===== config.mk =====
export PLATFORM = sky130hd
export DESIGN_NAME = sync_frame_receiver_flat
export DESIGN_NICKNAME = d
export VERILOG_FILES = /design/src/sv/sfr_pkg.sv /design/src/sv/sfr_if.sv /design/src/sv/sync_frame_receiver.sv /design/src/sv/sfr_in_stage.sv /design/src/sv/sfr_assembler.sv /design/src/sv/sfr_out_stage.sv /design/src/flat_wrapper.sv
export SDC_FILE = /design/constraint.sdc
export NUM_CORES = 1
export LEC_CHECK = 0
export BUFFER_PORTS_ARGS = -buffer_cell sky130_fd_sc_hd__buf_2
export CAP_MARGIN = 15
export CELL_PAD_IN_SITES_DETAIL_PLACEMENT = 1
export CELL_PAD_IN_SITES_GLOBAL_PLACEMENT = 2
export CORE_MARGIN = 10
export CORE_UTILIZATION = 41
export CTS_CLUSTER_DIAMETER = 30
export DETAILED_ROUTE_END_ITERATION = 7
export GPL_TIMING_DRIVEN = 0
export PLACE_DENSITY = 0.88
export SLEW_MARGIN = 20
export SYNTH_ARGS = -nofsm -noshare
export SYNTH_HDL_FRONTEND = slang
export SYNTH_SLANG_ARGS = --single-unit

===== constraint.sdc =====
create_clock -name clk -period 10.05 [get_ports clk]
set_clock_uncertainty 0.2 [all_clocks]
set_input_delay 2.01 -clock clk [delete_from_list [all_inputs] [get_ports clk]]
set_output_delay 2.01 -clock clk [all_outputs]
set_load 0.05 [all_outputs]

===== src/sv/sfr_pkg.sv =====
// sfr_pkg: constants and types shared by the sync frame receiver
// no dependencies; compiled first

package sfr_pkg;

  localparam int unsigned BYTE_W  = 8;
  localparam int unsigned POS_W   = 4;
  localparam int unsigned VALUE_W = 32;
  localparam int unsigned NUM_VALUES = 3;

  localparam logic [BYTE_W-1:0] FRAME_MARKER = 8'hFF;

  // byte positions inside a frame (marker is position zero)
  localparam logic [POS_W-1:0] POS_ID       = 4'd1;
  localparam logic [POS_W-1:0] POS_CMD      = 4'd2;
  localparam logic [POS_W-1:0] POS_VAL_BASE = 4'd3;
  localparam logic [POS_W-1:0] POS_LAST     = 4'd15;

  typedef struct packed {
    logic [BYTE_W-1:0]         node_id;
    logic [BYTE_W-1:0]         command;
    logic signed [VALUE_W-1:0] value_a;
    logic signed [VALUE_W-1:0] value_b;
    logic signed [VALUE_W-1:0] value_c;
    logic                      checksum_ok;
  } frame_t;

  // handshake between the input stage and the assembler
  typedef struct packed {
    logic take;   // byte in the input register is consumed this cycle
    logic emit;   // consumed byte completes a frame
  } ctl_t;

endpackage


===== src/sv/sfr_if.sv =====
// sfr_if: valid/ready channel interfaces for the byte stream and frame results
// depends on sfr_pkg

interface sfr_byte_if;
  logic                          valid;
  logic                          ready;
  logic [sfr_pkg::BYTE_W-1:0]    rx_byte;

  modport source (output valid, output rx_byte, input ready);
  modport sink   (input valid, input rx_byte, output ready);
endinterface

interface sfr_frame_if;
  logic                                valid;
  logic                                ready;
  logic [sfr_pkg::BYTE_W-1:0]          node_id;
  logic [sfr_pkg::BYTE_W-1:0]          command;
  logic signed [sfr_pkg::VALUE_W-1:0]  value_a;
  logic signed [sfr_pkg::VALUE_W-1:0]  value_b;
  logic signed [sfr_pkg::VALUE_W-1:0]  value_c;
  logic                                checksum_ok;

  modport source (output valid, output node_id, output command, output value_a,
                  output value_b, output value_c, output checksum_ok, input ready);
  modport sink   (input valid, input node_id, input command, input value_a,
                  input value_b, input value_c, input checksum_ok, output ready);
endinterface


===== src/sv/sync_frame_receiver.sv =====
// sync_frame_receiver: top level of the marker-synchronised frame receiver
// depends on sfr_pkg, sfr_if, sfr_in_stage, sfr_assembler, sfr_out_stage
//
//   channel   direction  payload                                    handshake
//   in_ch     sink       rx_byte[7:0]                               valid/ready
//   out_ch    source     node_id, command, value_a/b/c, checksum_ok valid/ready
//
// one byte transfer per cycle sustained while no finished frame waits untaken on out_ch;
//   a frame result is offered on out_ch once its sixteenth byte has passed the
//   input register, then the result register
// reset is synchronous and active low; in_ch.ready stays low during reset and
//   until the registered up_r flag has been set after it
// only a frame-closing byte waits on the result register; every other byte
//   moves on in the cycle after its transfer, so in_ch stalls only while a
//   finished frame sits untaken on out_ch

module sync_frame_receiver (
  input  logic        clk,
  input  logic        rst_n,
  sfr_byte_if.sink    in_ch,
  sfr_frame_if.source out_ch
);

  logic                       byte_vld;
  logic [sfr_pkg::BYTE_W-1:0] byte_val;
  logic                       out_free;
  sfr_pkg::ctl_t              ctl;
  sfr_pkg::frame_t            frame;

  // input register: parts the byte channel from the frame logic
  sfr_in_stage u_in_stage (
    .clk      (clk),
    .rst_n    (rst_n),
    .in_ch    (in_ch),
    .ctl      (ctl),
    .byte_vld (byte_vld),
    .byte_val (byte_val)
  );

  // hunt for the marker, collect fields, keep the wrapping sum
  sfr_assembler u_assembler (
    .clk      (clk),
    .rst_n    (rst_n),
    .byte_vld (byte_vld),
    .byte_val (byte_val),
    .out_free (out_free),
    .ctl      (ctl),
    .frame    (frame)
  );

  // result register: holds a finished frame until the consumer takes it
  sfr_out_stage u_out_stage (
    .clk      (clk),
    .rst_n    (rst_n),
    .ctl      (ctl),
    .frame    (frame),
    .out_free (out_free),
    .out_ch   (out_ch)
  );

endmodule


===== src/sv/sfr_in_stage.sv =====
// sfr_in_stage: input register for received bytes
// depends on sfr_pkg and sfr_if

module sfr_in_stage (
  input  logic                       clk,
  input  logic                       rst_n,
  sfr_byte_if.sink                   in_ch,
  input  sfr_pkg::ctl_t              ctl,
  output logic                       byte_vld,
  output logic [sfr_pkg::BYTE_W-1:0] byte_val
);

  logic                       up_r;
  logic                       vld_r;
  logic [sfr_pkg::BYTE_W-1:0] byte_r;
  logic                       vld_nxt;

  // room when empty or when the held byte moves on
  assign in_ch.ready = up_r && (!vld_r || ctl.take);

  always_comb begin
    vld_nxt = vld_r;
    if (ctl.take) begin
      vld_nxt = 1'b0;
    end
    if (in_ch.valid && in_ch.ready) begin
      vld_nxt = 1'b1;
    end
  end

  always_ff @(posedge clk) begin
    if (!rst_n) begin
      up_r  <= 1'b0;
      vld_r <= 1'b0;
    end else begin
      up_r  <= 1'b1;
      vld_r <= vld_nxt;
    end
  end

  always_ff @(posedge clk) begin
    if (in_ch.valid && in_ch.ready) begin
      byte_r <= in_ch.rx_byte;
    end
  end

  assign byte_vld = vld_r;
  assign byte_val = byte_r;

endmodule


===== src/sv/sfr_assembler.sv =====
// sfr_assembler: marker hunt, field capture and running checksum
// depends on sfr_pkg

module sfr_assembler (
  input  logic                       clk,
  input  logic                       rst_n,
  input  logic                       byte_vld,
  input  logic [sfr_pkg::BYTE_W-1:0] byte_val,
  input  logic                       out_free,
  output sfr_pkg::ctl_t              ctl,
  output sfr_pkg::frame_t            frame
);

  logic                        in_frame_r, in_frame_nxt;
  logic [sfr_pkg::POS_W-1:0]   pos_r, pos_nxt;
  logic [sfr_pkg::BYTE_W-1:0]  sum_r, sum_nxt;
  logic [sfr_pkg::BYTE_W-1:0]  id_r, id_nxt;
  logic [sfr_pkg::BYTE_W-1:0]  cmd_r, cmd_nxt;
  logic [sfr_pkg::VALUE_W-1:0] val_r   [sfr_pkg::NUM_VALUES];
  logic [sfr_pkg::VALUE_W-1:0] val_nxt [sfr_pkg::NUM_VALUES];
  logic                        is_last;
  logic [sfr_pkg::POS_W-1:0]   off;
  logic [1:0]                  lane;
  logic [4:0]                  shamt;

  assign is_last  = in_frame_r && (pos_r == sfr_pkg::POS_LAST);
  assign ctl.take = byte_vld && (!is_last || out_free);
  assign ctl.emit = ctl.take && is_last;

  assign off   = pos_r - sfr_pkg::POS_VAL_BASE;
  assign lane  = off[3:2];
  assign shamt = {off[1:0], 3'b000};

  always_comb begin
    in_frame_nxt = in_frame_r;
    pos_nxt      = pos_r;
    sum_nxt      = sum_r;
    id_nxt       = id_r;
    cmd_nxt      = cmd_r;
    val_nxt      = val_r;
    if (ctl.take) begin
      if (!in_frame_r) begin
        if (byte_val == sfr_pkg::FRAME_MARKER) begin
          in_frame_nxt = 1'b1;
          pos_nxt      = sfr_pkg::POS_ID;
          sum_nxt      = sfr_pkg::FRAME_MARKER;
          id_nxt       = '0;
          cmd_nxt      = '0;
          for (int i = 0; i < sfr_pkg::NUM_VALUES; i++) begin
            val_nxt[i] = '0;
          end
        end
      end else if (is_last) begin
        in_frame_nxt = 1'b0;
        pos_nxt      = '0;
        sum_nxt      = '0;
      end else begin
        if (pos_r == sfr_pkg::POS_ID) begin
          id_nxt = byte_val;
        end else if (pos_r == sfr_pkg::POS_CMD) begin
          cmd_nxt = byte_val;
        end else begin
          for (int i = 0; i < sfr_pkg::NUM_VALUES; i++) begin
            if (lane == 2'(i)) begin
              val_nxt[i] = val_r[i]
                         | (sfr_pkg::VALUE_W'(byte_val) << shamt);
            end
          end
        end
        sum_nxt = sum_r + byte_val;
        pos_nxt = pos_r + 1'b1;
      end
    end
  end

  always_ff @(posedge clk) begin
    if (!rst_n) begin
      in_frame_r <= 1'b0;
      pos_r      <= '0;
      sum_r      <= '0;
    end else begin
      in_frame_r <= in_frame_nxt;
      pos_r      <= pos_nxt;
      sum_r      <= sum_nxt;
    end
  end

  // field registers are always cleared by the marker before use
  always_ff @(posedge clk) begin
    id_r  <= id_nxt;
    cmd_r <= cmd_nxt;
    val_r <= val_nxt;
  end

  assign frame.node_id     = id_r;
  assign frame.command     = cmd_r;
  assign frame.value_a     = val_r[0];
  assign frame.value_b     = val_r[1];
  assign frame.value_c     = val_r[2];
  assign frame.checksum_ok = (byte_val == sum_r);

endmodule


===== src/sv/sfr_out_stage.sv =====
// sfr_out_stage: result register driving the frame channel
// depends on sfr_pkg and sfr_if

module sfr_out_stage (
  input  logic            clk,
  input  logic            rst_n,
  input  sfr_pkg::ctl_t   ctl,
  input  sfr_pkg::frame_t frame,
  output logic            out_free,
  sfr_frame_if.source     out_ch
);

  logic            vld_r;
  sfr_pkg::frame_t frame_r;

  assign out_free = !vld_r || out_ch.ready;

  always_ff @(posedge clk) begin
    if (!rst_n) begin
      vld_r <= 1'b0;
    end else if (ctl.emit) begin
      vld_r <= 1'b1;
    end else if (out_ch.ready) begin
      vld_r <= 1'b0;
    end
  end

  always_ff @(posedge clk) begin
    if (ctl.emit) begin
      frame_r <= frame;
    end
  end

  assign out_ch.valid       = vld_r;
  assign out_ch.node_id     = frame_r.node_id;
  assign out_ch.command     = frame_r.command;
  assign out_ch.value_a     = frame_r.value_a;
  assign out_ch.value_b     = frame_r.value_b;
  assign out_ch.value_c     = frame_r.value_c;
  assign out_ch.checksum_ok = frame_r.checksum_ok;

endmodule


===== src/flat_wrapper.sv =====
// flat-port wrapper written by rule: the top's interface ports become plain ports
module sync_frame_receiver_flat 
  (clk, rst_n, in_ch_valid, in_ch_rx_byte, in_ch_ready, out_ch_valid, out_ch_node_id, out_ch_command, out_ch_value_a, out_ch_value_b, out_ch_value_c, out_ch_checksum_ok, out_ch_ready);
  sfr_byte_if in_ch_i ();
  sfr_frame_if out_ch_i ();
  input  logic clk;
  input  logic rst_n;
  input wire logic [$bits(in_ch_i.valid)-1:0] in_ch_valid;
  input wire logic [$bits(in_ch_i.rx_byte)-1:0] in_ch_rx_byte;
  output wire logic [$bits(in_ch_i.ready)-1:0] in_ch_ready;
  output wire logic [$bits(out_ch_i.valid)-1:0] out_ch_valid;
  output wire logic [$bits(out_ch_i.node_id)-1:0] out_ch_node_id;
  output wire logic [$bits(out_ch_i.command)-1:0] out_ch_command;
  output wire logic [$bits(out_ch_i.value_a)-1:0] out_ch_value_a;
  output wire logic [$bits(out_ch_i.value_b)-1:0] out_ch_value_b;
  output wire logic [$bits(out_ch_i.value_c)-1:0] out_ch_value_c;
  output wire logic [$bits(out_ch_i.checksum_ok)-1:0] out_ch_checksum_ok;
  input wire logic [$bits(out_ch_i.ready)-1:0] out_ch_ready;
  assign in_ch_i.valid = in_ch_valid;
  assign in_ch_i.rx_byte = in_ch_rx_byte;
  assign in_ch_ready = in_ch_i.ready;
  assign out_ch_valid = out_ch_i.valid;
  assign out_ch_node_id = out_ch_i.node_id;
  assign out_ch_command = out_ch_i.command;
  assign out_ch_value_a = out_ch_i.value_a;
  assign out_ch_value_b = out_ch_i.value_b;
  assign out_ch_value_c = out_ch_i.value_c;
  assign out_ch_checksum_ok = out_ch_i.checksum_ok;
  assign out_ch_i.ready = out_ch_ready;
  sync_frame_receiver u_core (.clk(clk), .rst_n(rst_n), .in_ch(in_ch_i), .out_ch(out_ch_i));
endmodule

==> results.yml <==
status:
  status: "finished, final reports clean"
cts:
  cts_made_buffers: 48
  postCtsSetupBuffers: 0
  cts_resized: 0
  clockBufferDepth: 3
  cts_sinks: 249
  clk_latency_ns: 0.54
  cts_tree: "yes"
  hold_buffers: 0
  clk_pin_slew_ns: 0.04
  h-tree-depth: 2
  cts_root_buf: "clkbuf_16"
drt:
  num_vias: 5757
  antenna_left: 0
  dr.pass1.iters: 4
  wl_per_cell_um: 22.8
  first_iter_violations: 469
  post-route-drc-count: 0
  via_per_inst: 5.33
  wl_um: 24600
global_routing:
  grt_max_degree: 35
  antenna_found_initial: 1
  globalRouteTotalUtil: 0.166
  grt_overflow: 0
  grt_pass1_wl_um: 37500
  grt_pass1_vias: 6387
min_path:
  hold_path_depth: 0
  hold_start: "u_core.u_assembler.id_r[3]"
  hold_path_end: "u_core.u_out_stage.out_ch.node_id[3]"
  min-delay-path-class: "register to register"
setup_path:
  start_kind: "primary input"
  crit_path_frequent_cell: "buf_2"
  criticalPathCategory: "primary input to primary output"
  arrival_ns: 2.98
  critPathRequiredTime_ns: 7.84
  cp_slowest_stage_delay_ns: 0.21
  setup.worst_path.end_class: "primary output"
  crit_chain: "buf_2 -> nand3b_1 -> nor2_1 -> nand2_1 -> and2_1 -> buf_2"
  r2r_slack_ns: 6.95
  critPathLaunch: "out_ch_ready"
  timing.rr.start: "u_core.u_in_stage.byte_val[2]"
  critPathMaxFanout: 3
  r2r-end: "u_core.u_assembler.frame[57]"
  slowest_stage: "nand3b_1"
  r2r_cells: 6
logic_synthesis:
  async_reset_ff_frac: 0
  synth_mux_area_frac: 0.00427
  synth_area_um2: 9370
  syn_inst: 573
  yosys.cell_types.count: 51
  yosys_warnings: 0
  synth-seq-cells: 249
  synth_xor_area_frac: 0.00187
  post_synth_fa_ha_maj_area_fraction: 0.0155
  synth_top_family_by_area: "compound AO/OA/AOI/OAI gates"
  ys.flop_type: "edfxtp_1"
  syn_nets: 596
  yosys.area_share.simple: 0.0817
  synth_compound_area_frac: 0.103
  avgSynthCellArea_um2: 16.4
  ys_seq_area_frac: 0.781
  synth_edf_count: 233
placed_design:
  io_buffer_count: 126
  placedCellCount: 993
  place_hpwl_um: 16200
  pre_cts_ws_ns: 4.87
  gp_congestion: 0.820
layout:
  drive_above_1_share: 0.293
  layout.cells.non_filler: 1081
  final_cell_mix: "edfxtp_1, buf_2, o21a_1"
  final_util: 0.537
  fin_nets: 781
  area.growth.synth_to_final_pct: 29.4
  num_antenna_cells: 0
  final_common_cell: "edfxtp_1"
sta:
  relSlewSlack: 0.427
  hold_violations: 0
  setup_viol: 0
  worstMarginPinSlew_ns: 0.859
  fin_crit_ns: 5.19
  drv_slew: 0
  grt_setup_unrepaired: "no"
  setup_slack_ns: 4.86
  timing.setup.tns_ns: 0
  max_freq_ghz: 0.193
  fin_crit_sh: 0.516
power:
  p_leak_uw: 0.00432
  ir_worst_vdd_mv: 0.121
  p_per_area_nw_per_um2: 219
die:
  initial_core_util: 0.415
  io_pins: 127
  die_h_um: 171
  die_width_um: 171
  die-area_um2: 29300
  fp-row-count: 55
  coreArea_um2: 22600
flow_run:
  cap_violations: 0
[registers in the layout, indices dropped and copies added (netlist names), 32 cells and up]
register / cells
u_core.u_out_stage.out_ch.value_c: 32
u_core.u_assembler.frame: 96
u_core.u_out_stage.out_ch.value_b: 32
u_core.u_out_stage.out_ch.value_a: 32
[metrics by stage]
step	area, um2	hold slack, ns	power (uW)
after global routing	12100	0.232	2740
after floorplan	9370	0.200	1150
after CTS	12100	0.219	2690
final	12100	0.218	2660
after global placement	10400	0.212	1160
after detailed placement	10600	0.213	1160
[synthesized netlist by cell type, drive strengths merged, types with 2 or more instances]
cell type | n | area [um2]
buf | 10 | 55.1
edfxtp | 233 | 7000
nand3b | 3 | 22.5
nand2 | 13 | 51.3
a31oi | 5 | 37.5
and3 | 10 | 63.8
nor3 | 4 | 31.3
and4 | 2 | 17.5
a21boi | 5 | 37.5
and2 | 34 | 213
o21a | 74 | 556
a21o | 3 | 22.5
nor2 | 60 | 228
o21bai | 3 | 22.5
inv | 6 | 22.5
o221a | 5 | 56.3
a21oi | 13 | 65.1
a211oi | 2 | 15.0
o32ai | 2 | 32.5
clkbuf | 12 | 45.0
mux2i | 4 | 40.0
nand3 | 7 | 47.6
nand2b | 5 | 31.3
o211ai | 2 | 15.0
nand4 | 3 | 18.8
ha | 10 | 125
o21ai | 14 | 70.1
xor2 | 2 | 17.5
dfxtp | 16 | 320
[where the power goes]
group,leakage (uW),switching [uW],internal (uW)
combinational,0.00138,9.10,5.52
sequential,0.00218,6.49,1120
clock,0.000761,535,984
[layout make-up]
type                            count  area, um2
Timing Repair Buffer              135        793
Inverter                            6       22.5
Tap cell                          285        357
Sequential cell                   249       7320
Fill cell                        2172      10400
Clock inverter                     36        352
Clock buffer                       52       1220
Buffer                             22        100
Multi-Input combinational cell    296       1970
[per-layer routing]
metal,track usage,vias to the layer above,part of all wire
met5,0,-,0
met3,0.0376,51,0.062
met2,0.297,185,0.52
li1,-,2568,-
met4,0.0594,0,0.026
met1,0.191,2953,0.39
[cells by family (layout without fill, tap and decap cells)]
family	after synthesis	after routing
compound gates	132	132
buf+inv	28	251
flops	249	249
simple gates	147	147
fa+ha+maj	11	11
mux	4	4
xor+xnor	2	2
[worst max path at each step]
stage / to / slack [ns] / cells after the start
floorplan: u_core.u_out_stage.out_ch.checksum_ok / 2.27 / 3
global placement: u_core.u_out_stage.out_ch.node_id[7] / 0.54 / 4
detailed placement: in_ch_ready / 4.87 / 6
CTS: in_ch_ready / 4.86 / 6
global route: in_ch_ready / 4.77 / 6
finish: in_ch_ready / 4.86 / 6
[critical path: cells and delay by family]
kind / cells / cell delay, ns
simple gates: 4 / 0.65
buf+inv: 2 / 0.31
No activity file was read; power rests on OpenSTA's default activity.
